===== src/rtl/core/tcli_pkg.sv =====
// Package for the trie child lookup/insert unit: table sizes, codes, shared types.
// No dependencies; every other file of the unit imports it.
package tcli_pkg;

   localparam int MAX_NODES     = 4096;
   localparam int ADDR_WIDTH    = $clog2(MAX_NODES);
   localparam int COUNT_WIDTH   = ADDR_WIDTH + 1;
   localparam int NODE_ID_WIDTH = 13;
   localparam int KEY_WIDTH     = 32;
   localparam int STATUS_WIDTH  = 2;

   localparam logic [NODE_ID_WIDTH-1:0] ROOT_ID = '1;
   localparam logic [NODE_ID_WIDTH-1:0] NO_NODE = '1;

   localparam logic OP_LOOKUP = 1'b0;
   localparam logic OP_INSERT = 1'b1;

   localparam logic [STATUS_WIDTH-1:0] STATUS_OK        = 2'd0;
   localparam logic [STATUS_WIDTH-1:0] STATUS_FULL      = 2'd1;
   localparam logic [STATUS_WIDTH-1:0] STATUS_NO_PARENT = 2'd2;

   typedef enum logic [1:0] {
      ST_IDLE,
      ST_SCAN,
      ST_EMIT
   } state_type;

   typedef struct packed {
      logic [NODE_ID_WIDTH-1:0] parent;
      logic [KEY_WIDTH-1:0]     key;
   } node_entry_type;

   typedef struct packed {
      logic                  en;
      logic [ADDR_WIDTH-1:0] addr;
      node_entry_type        data;
   } mem_wr_type;

   typedef struct packed {
      logic                     hit;
      logic                     miss;
      logic [NODE_ID_WIDTH-1:0] hit_id;
   } scan_stat_type;

endpackage


===== src/rtl/core/tcli_scan.sv =====
// Child search: walks node ids from zero up to the node count, one read per cycle while run is high,
// and compares each entry with the wanted parent and key. Depends on tcli_pkg.
module tcli_scan (
   input  logic                            clock,
   input  logic                            reset,
   input  logic                            start,
   input  logic                            run,
   input  logic [tcli_pkg::NODE_ID_WIDTH-1:0] tgt_parent,
   input  logic [tcli_pkg::KEY_WIDTH-1:0]  tgt_key,
   input  logic [tcli_pkg::COUNT_WIDTH-1:0] limit,
   input  tcli_pkg::node_entry_type        rd_data,
   output logic                            rd_en,
   output logic [tcli_pkg::ADDR_WIDTH-1:0] rd_addr,
   output tcli_pkg::scan_stat_type         stat
);
   import tcli_pkg::*;

   logic [COUNT_WIDTH-1:0]   idx_ff, idx_in;
   logic                     pend_ff, pend_in;
   logic [ADDR_WIDTH-1:0]    pend_addr_ff, pend_addr_in;
   logic [COUNT_WIDTH-1:0]   limit_ff, limit_in;
   node_entry_type           tgt_ff, tgt_in;
   logic                     match;

   assign match   = pend_ff && (rd_data == tgt_ff);
   assign rd_en   = run && (idx_ff < limit_ff);
   assign rd_addr = idx_ff[ADDR_WIDTH-1:0];

   always_comb begin
      stat.hit    = run && match;
      stat.miss   = run && !pend_ff && (idx_ff == limit_ff);
      stat.hit_id = NODE_ID_WIDTH'(pend_addr_ff);
   end

   always_comb begin
      idx_in       = idx_ff;
      pend_in      = pend_ff;
      pend_addr_in = pend_addr_ff;
      limit_in     = limit_ff;
      tgt_in       = tgt_ff;
      if (start) begin
         idx_in      = '0;
         pend_in     = 1'b0;
         limit_in    = limit;
         tgt_in      = '{parent: tgt_parent, key: tgt_key};
      end else if (run) begin
         pend_in      = rd_en;
         pend_addr_in = idx_ff[ADDR_WIDTH-1:0];
         if (rd_en) begin
            idx_in = idx_ff + COUNT_WIDTH'(1);
         end
      end
   end

   always_ff @(posedge clock) begin
      if (reset) begin
         pend_ff <= 1'b0;
         idx_ff  <= '0;
      end else begin
         pend_ff <= pend_in;
         idx_ff  <= idx_in;
      end
   end

   always_ff @(posedge clock) begin
      pend_addr_ff <= pend_addr_in;
      limit_ff     <= limit_in;
      tgt_ff       <= tgt_in;
   end

endmodule


===== config.mk =====
export PLATFORM = sky130hd
export DESIGN_NAME = tcli_scan
export DESIGN_NICKNAME = d
export VERILOG_FILES = /design/src/rtl/core/tcli_pkg.sv /design/src/rtl/core/tcli_scan.sv
export SDC_FILE = /design/constraint.sdc
export NUM_CORES = 1
export LEC_CHECK = 0
export BUFFER_PORTS_ARGS = -buffer_cell sky130_fd_sc_hd__clkbuf_2
export CORE_MARGIN = 3
export CORE_UTILIZATION = 45
export CTS_CLUSTER_DIAMETER = 120
export DETAILED_ROUTE_END_ITERATION = 8
export GPL_TIMING_DRIVEN = 0
export PLACE_DENSITY = 0.73
export SLEW_MARGIN = 10
export SYNTH_ARGS = -nofsm -noshare
export SYNTH_HDL_FRONTEND = slang
export SYNTH_SLANG_ARGS = --single-unit

===== constraint.sdc =====
create_clock -name clock -period 3.6 [get_ports clock]
set_input_delay 0.72 -clock clock [delete_from_list [all_inputs] [get_ports clock]]
set_output_delay 0.72 -clock clock [all_outputs]
set_load 0.01 [all_outputs]

==> metrics.txt, run 1 <==
Worst slew margin=31.4%; Core Util, Final=60.2%; Core Area=around 0.008 sq mm; Netlist cell types=35; syn avg cell area=13.5 sq um; CP arrival=2440 ps; Post-CTS Hold Buffers=0; PwrDens=~430 mW/mm^2; hold_sp=idx_ff[12]; Layout Nets=543; post-CTS setup buffer count=0; flops & latches, synth=84; Leakage=2.07 nW; die area=0.00948 sq mm; NetSw=429 uW; Pint=1.61 mW; diode count=0; reg-to-reg slack, setup=around 1200 ps; io pins=about 140; R2R Path End=idx_ff[9]; wire per inst=14.8 um; clk sinks=84; setup_tns=0 ps; status=completed; die height=97.3 um; max cap viols=0; port bufs=133; htree depth=3; hold slack=approximately 510 ps; R2R Path Start=idx_ff[8]; vias in the first global route=2840; Max clock buf depth=2; initial antenna violation count=0; DRT iter0 DRCs=131; sequential share of the synthesized area=63.4%; Starting Density=between 40% and 50%; dominant cell type by area after synthesis=edfxtp_1; Worst setup SP type=flip-flop; Area contributors post-synth=edfxtp_1 (56%), xor2_1 (9.8%), dfxtp_1 (7.5%); TritonCTS clock tree=built; Async S/R FF share, synth=0%; Worst-path clk slew=90 ps; Final Max Slew Viols=0; sequential fraction of design power=55.9%; VDD IR max=~0.00021 V; path category of the worst min-delay check=flip-flop to flip-flop; CP max stage delay=around 420 ps; crit path kind=flip-flop to primary output; largest net degree at the start of global routing=63; area grow syn2layout=27.2%; combinational power share=between 8 and 9%; syn_nets=399; Worst R2R Path Depth=7; top-area cell type share of the netlist area=56.0%; CP endpoint=rd_en; dpl hpwl=6.02 mm; Worst setup EP type=primary output; Max stage delay cell, worst path=nor4_1; Switching Fraction=21.1%; Most used DFF post-synth=edfxtp_1; 1st-pass router iterations=4; Post-Syn Area=0.00375 sq mm; filler instances=641; DR vias=2692; drt drc=0; Via density=5.09; count leader, synth=edfxtp_1; CTS root buf=clkbuf_8; number of synthesis warnings=0; Worst Max-Slew Pin Slew=between 1000 and 1500 ps; GR Util All Layers=17.4%; post-cts sizing count=0; commonest cells in the netlist=edfxtp_1 (70), xor2_1 (42), a21oi_1 (16), inv_1 (16); standard-cell rows=32; minimum clock period after layout=about 3200 ps; Multi-input gate area=0.00118 sq mm; CTS buffer count=9; grt ovf=0; RSZ-0062 raised after global routing=no; Final Setup Violations=0; WL final=7.85 mm; crit path max fanout=10; skew final=12.0 ps; GPL Wtd Cong=just over 0.8; number of flops mapped to enable cells by yosys=70; Clk network pwr share=35.8%; clk_lat worst skew=350 ps; critical path startpoint=idx_ff[10]; CP Cell Sequence=ha_1, nand4_2, nor4_1, a211o_1, buf_6, nor2_1, clkbuf_2; critical path required time=2880 ps; final hold vios=0; layout cells sized above 1=38.9%; DRT antenna net count=0; Cells after Synth=278; first-pass GRT wire length=between 10 and 15 mm; fin crit share=87.9%; Seq. cell area=about 0.0024 sq mm; Die Wd=97.3 um; Max Fclk=between 300 and 400 MHz
critical path: cells and delay by family, from the launching register on:
kind | cells | cell delay [ps]
buf+inv | 2 | 350
fa+ha+maj | 1 | 350
simple gates | 3 | 710
flops | 1 | 370
compound gates | 1 | 310
state kept, by name (all words and copies together) (netlist names):
signal and flops:
idx_ff 13, limit_ff 13, pend_addr_ff 12, pend_ff 1
tgt_ff 45
power groups by stage:
stage          Clock, mW  Sequential, mW  Combinational, mW
2_1_floorplan          0            1.16             0.0765
3_5_place_dp           0            1.16              0.171
5_1_grt            0.794            1.14              0.193
3_3_place_gp           0            1.16              0.165
6_report           0.729            1.14              0.169
4_1_cts            0.747            1.14              0.172
cell usage in the layout (no fill, tap or decap), types with 9 or more instances in the layout:
cell type | synthesis | layout
clkbuf_2 | 0 | 132
edfxtp_1 | 70 | 70
xor2_1 | 42 | 42
a21oi_1 | 16 | 16
inv_1 | 16 | 16
buf_4 | 14 | 14
ha_1 | 14 | 14
dfxtp_1 | 14 | 14
nor4_1 | 13 | 13
o31ai_1 | 10 | 10
or4_1 | 9 | 9
clkbuf_8 | 0 | 9
cells by family after synthesis:
| group | after synthesis | share of synthesized area (%) |
|---|---|---|
| compound gates | 43 | 7.30 |
| simple gates | 60 | 9.70 |
| buf+inv | 34 | 5.00 |
| fa+ha+maj | 14 | 4.67 |
| flops | 84 | 63.4 |
| xor+xnor | 42 | 9.80 |
| other cells | 1 | 0.0999 |
through the flow:
step,setup WS (ps),instances,cell area [sq um],total power [mW]
2_1_floorplan,1290,278,3750,1.23
3_3_place_gp,606,513,4550,1.32
5_1_grt,223,529,4770,2.13
3_5_place_dp,837,513,4550,1.33
6_report,435,529,4770,2.04
4_1_cts,440,529,4770,2.06
worst min-delay path by stage:
stage	endpoint	slack, ps	cells past startpoint
after global routing	tgt_ff[33]	520	1
after global placement	idx_ff[12]	470	2
after floorplan	idx_ff[12]	450	2
after detailed placement	idx_ff[12]	490	2
final	idx_ff[12]	510	2
after CTS	idx_ff[12]	500	2
layout make-up:
cell class | instances | area share [%]
Clock inverter | 3 | 0.891
Tap cell | 102 | 2.67
Multi-Input combinational cell | 160 | 24.8
Clock buffer | 13 | 3.80
Sequential cell | 84 | 49.9
Inverter | 16 | 1.26
Timing Repair Buffer | 133 | 14.0
Buffer | 18 | 2.67
routing by layer:
| metal | vias to the layer above | track usage (%) | part of all wire (%) | wire length (um) |
|---|---|---|---|---|
| met2 | 124 | 29.9 | 52 | 4080 |
| met1 | 1222 | 19.6 | 37 | 2890 |
| met5 | - | 0 | 0 | 0 |
| met3 | 18 | 5.17 | 8.3 | 652 |
| li1 | 1328 | - | - | - |
| met4 | 0 | 8.73 | 3.0 | 232 |
No activity file was read; power rests on OpenSTA's default activity.
==> run 2, diff against run 1 <==
CORE_MARGIN = 2   (was 3)
==> run 2 against run 1 <==
Net effect:
- clock-buffer cell count unchanged
- utilization decreased by 1.8 points
- sequential cell count unchanged
- global-route usage decreased by 0.87 points
- non-clock buffer count unchanged
- cell count increased by 0.57%
- power decreased by 3.8%
- clock skew about the same
- sequential share of layout area increased by 0.21 points
- critical path depth unchanged
==> metrics.txt, run 2 (synthesis gave the netlist of run 1 again) <==
Final Max Slew Viols=0; Max Fclk=316 MHz; crit path kind=flip-flop to primary output; Finished Layout Cells=532; Max clock buf depth=2; post-route setup slack=440 ps; hold slack=502 ps; clk sinks=84; Worst-path clk slew=80 ps; Die Wd=between 90 and 100 um; Worst setup EP type=primary output; Final Setup Violations=0; DRT antenna net count=0; R2R Path Start=idx_ff[8]; post-CTS setup buffer count=0; max cap viols=0; skew final=11.5 ps; post-cts sizing count=0; Starting Density=a little under half; standard-cell rows=33; clk_lat worst skew=340 ps; fin crit share=87.8%; area grow syn2layout=26.6%; max reg flops=45; htree depth=3; dpl hpwl=5.62 mm; drt drc=0; CTS buffer count=9; GR Util All Layers=16.5%; CP arrival=2440 ps; filler instances=around 660; Layout Nets=543; layout cells sized above 1=approximately 40%; Core Area=0.00813 sq mm; crit path max fanout=10; die area=between 0.009 and 0.01 sq mm; GPL Wtd Cong=0.849; PwrDens=412 mW/mm^2; Regs by FF count=tgt_ff: 45 flops, idx_ff: 13 flops, limit_ff: 13 flops; initial antenna violation count=0; DR vias=approximately 2600; critical path required time=between 2000 and 3000 ps; Worst setup SP type=flip-flop; Post-CTS Hold Buffers=0; first-pass GRT wire length=11.3 mm; pre-CTS setup slack=824 ps; vias in the first global route=roughly 2500; DRT iter0 DRCs=around 120; Worst Max-Slew Pin Slew=999 ps; 1st-pass router iterations=4; RSZ-0062 raised after global routing=no; status=completed; Core Util, Final=approximately 58%; io pins=approximately 140; Worst slew margin=33.2%; wire per inst=13.7 um; Leakage=between 2 and 2.5 nW; grt ovf=0; WL final=7.29 mm; cell area after placement=0.00455 sq mm; die height=between 90 and 100 um; Reg with most FFs=tgt_ff; final hold vios=0; hold_sp=idx_ff[12]; CTS root buf=clkbuf_8; post-route design area=0.00475 sq mm; Via density=~4.9; post-placement cell count=516; most frequent cells in the layout=clkbuf_2 (132), edfxtp_1 (70), xor2_1 (42); setup_tns=0 ps; TritonCTS clock tree=built; path category of the worst min-delay check=flip-flop to flip-flop; Pwr Total=1.96 mW; diode count=0; commonest non-fill, non-tap cell in the layout=clkbuf_2; minimum clock period after layout=3160 ps; port bufs=133; critical path startpoint=idx_ff[10]; largest net degree at the start of global routing=63; VDD IR max=0.000331 V
==> run 2: cell types whose count changed in the layout (fill, tap and decap cells not counted) <==
cell / delta
clkinv_2: +1
clkinvlp_4: -1
bufinv_16: -1
clkinv_4: +1
==> run 2: worst max-delay path: stages, from the launching register on <==
cell      delay, ps
dfxtp_1         380
ha_1            350
nand4_2         210
nor4_1          430
a211o_1         300
buf_6           180
nor2_1           80
clkbuf_2        170
==> run 2: area by class of cell <==
class                   count  area [sq um]  share of cell area [%]
plain buffers              18           128                    2.68
clock buffers              13           181                    3.82
clock inverters             3          18.8                   0.395
inverters                  16          60.1                    1.26
multi-input cells         160          1180                    24.9
flip-flops and latches     84          2380                    50.1
well taps                 105           131                    2.76
repair buffers            133           668                    14.1
==> run 2: final timing paths <==
kind	endpoint	slack, ps	cells past startpoint
worst max-delay path	rd_en	440	7
worst max register to register	idx_ff[11]	1230	7
worst min-delay path	idx_ff[12]	500	2
worst min register to register	idx_ff[12]	500	2
==> run 2: where the power goes <==
group	internal [mW]	total (mW)	switching [mW]
sequential	1.12	1.14	0.0221
clock	0.335	0.653	0.319
combinational	0.0869	0.168	0.0814
==> run 2: layer usage <==
layer / GRT usage, % / up-vias / part of all wire, % / wire length (um)
li1: - / 1320 / - / -
met2: 27.2 / 94 / 51 / 3740
met4: 4.35 / 0 / 0.91 / 66
met1: 20.5 / 1208 / 40 / 2940
met3: 6.25 / 4 / 7.4 / 543
met5: 0 / - / 0 / 0
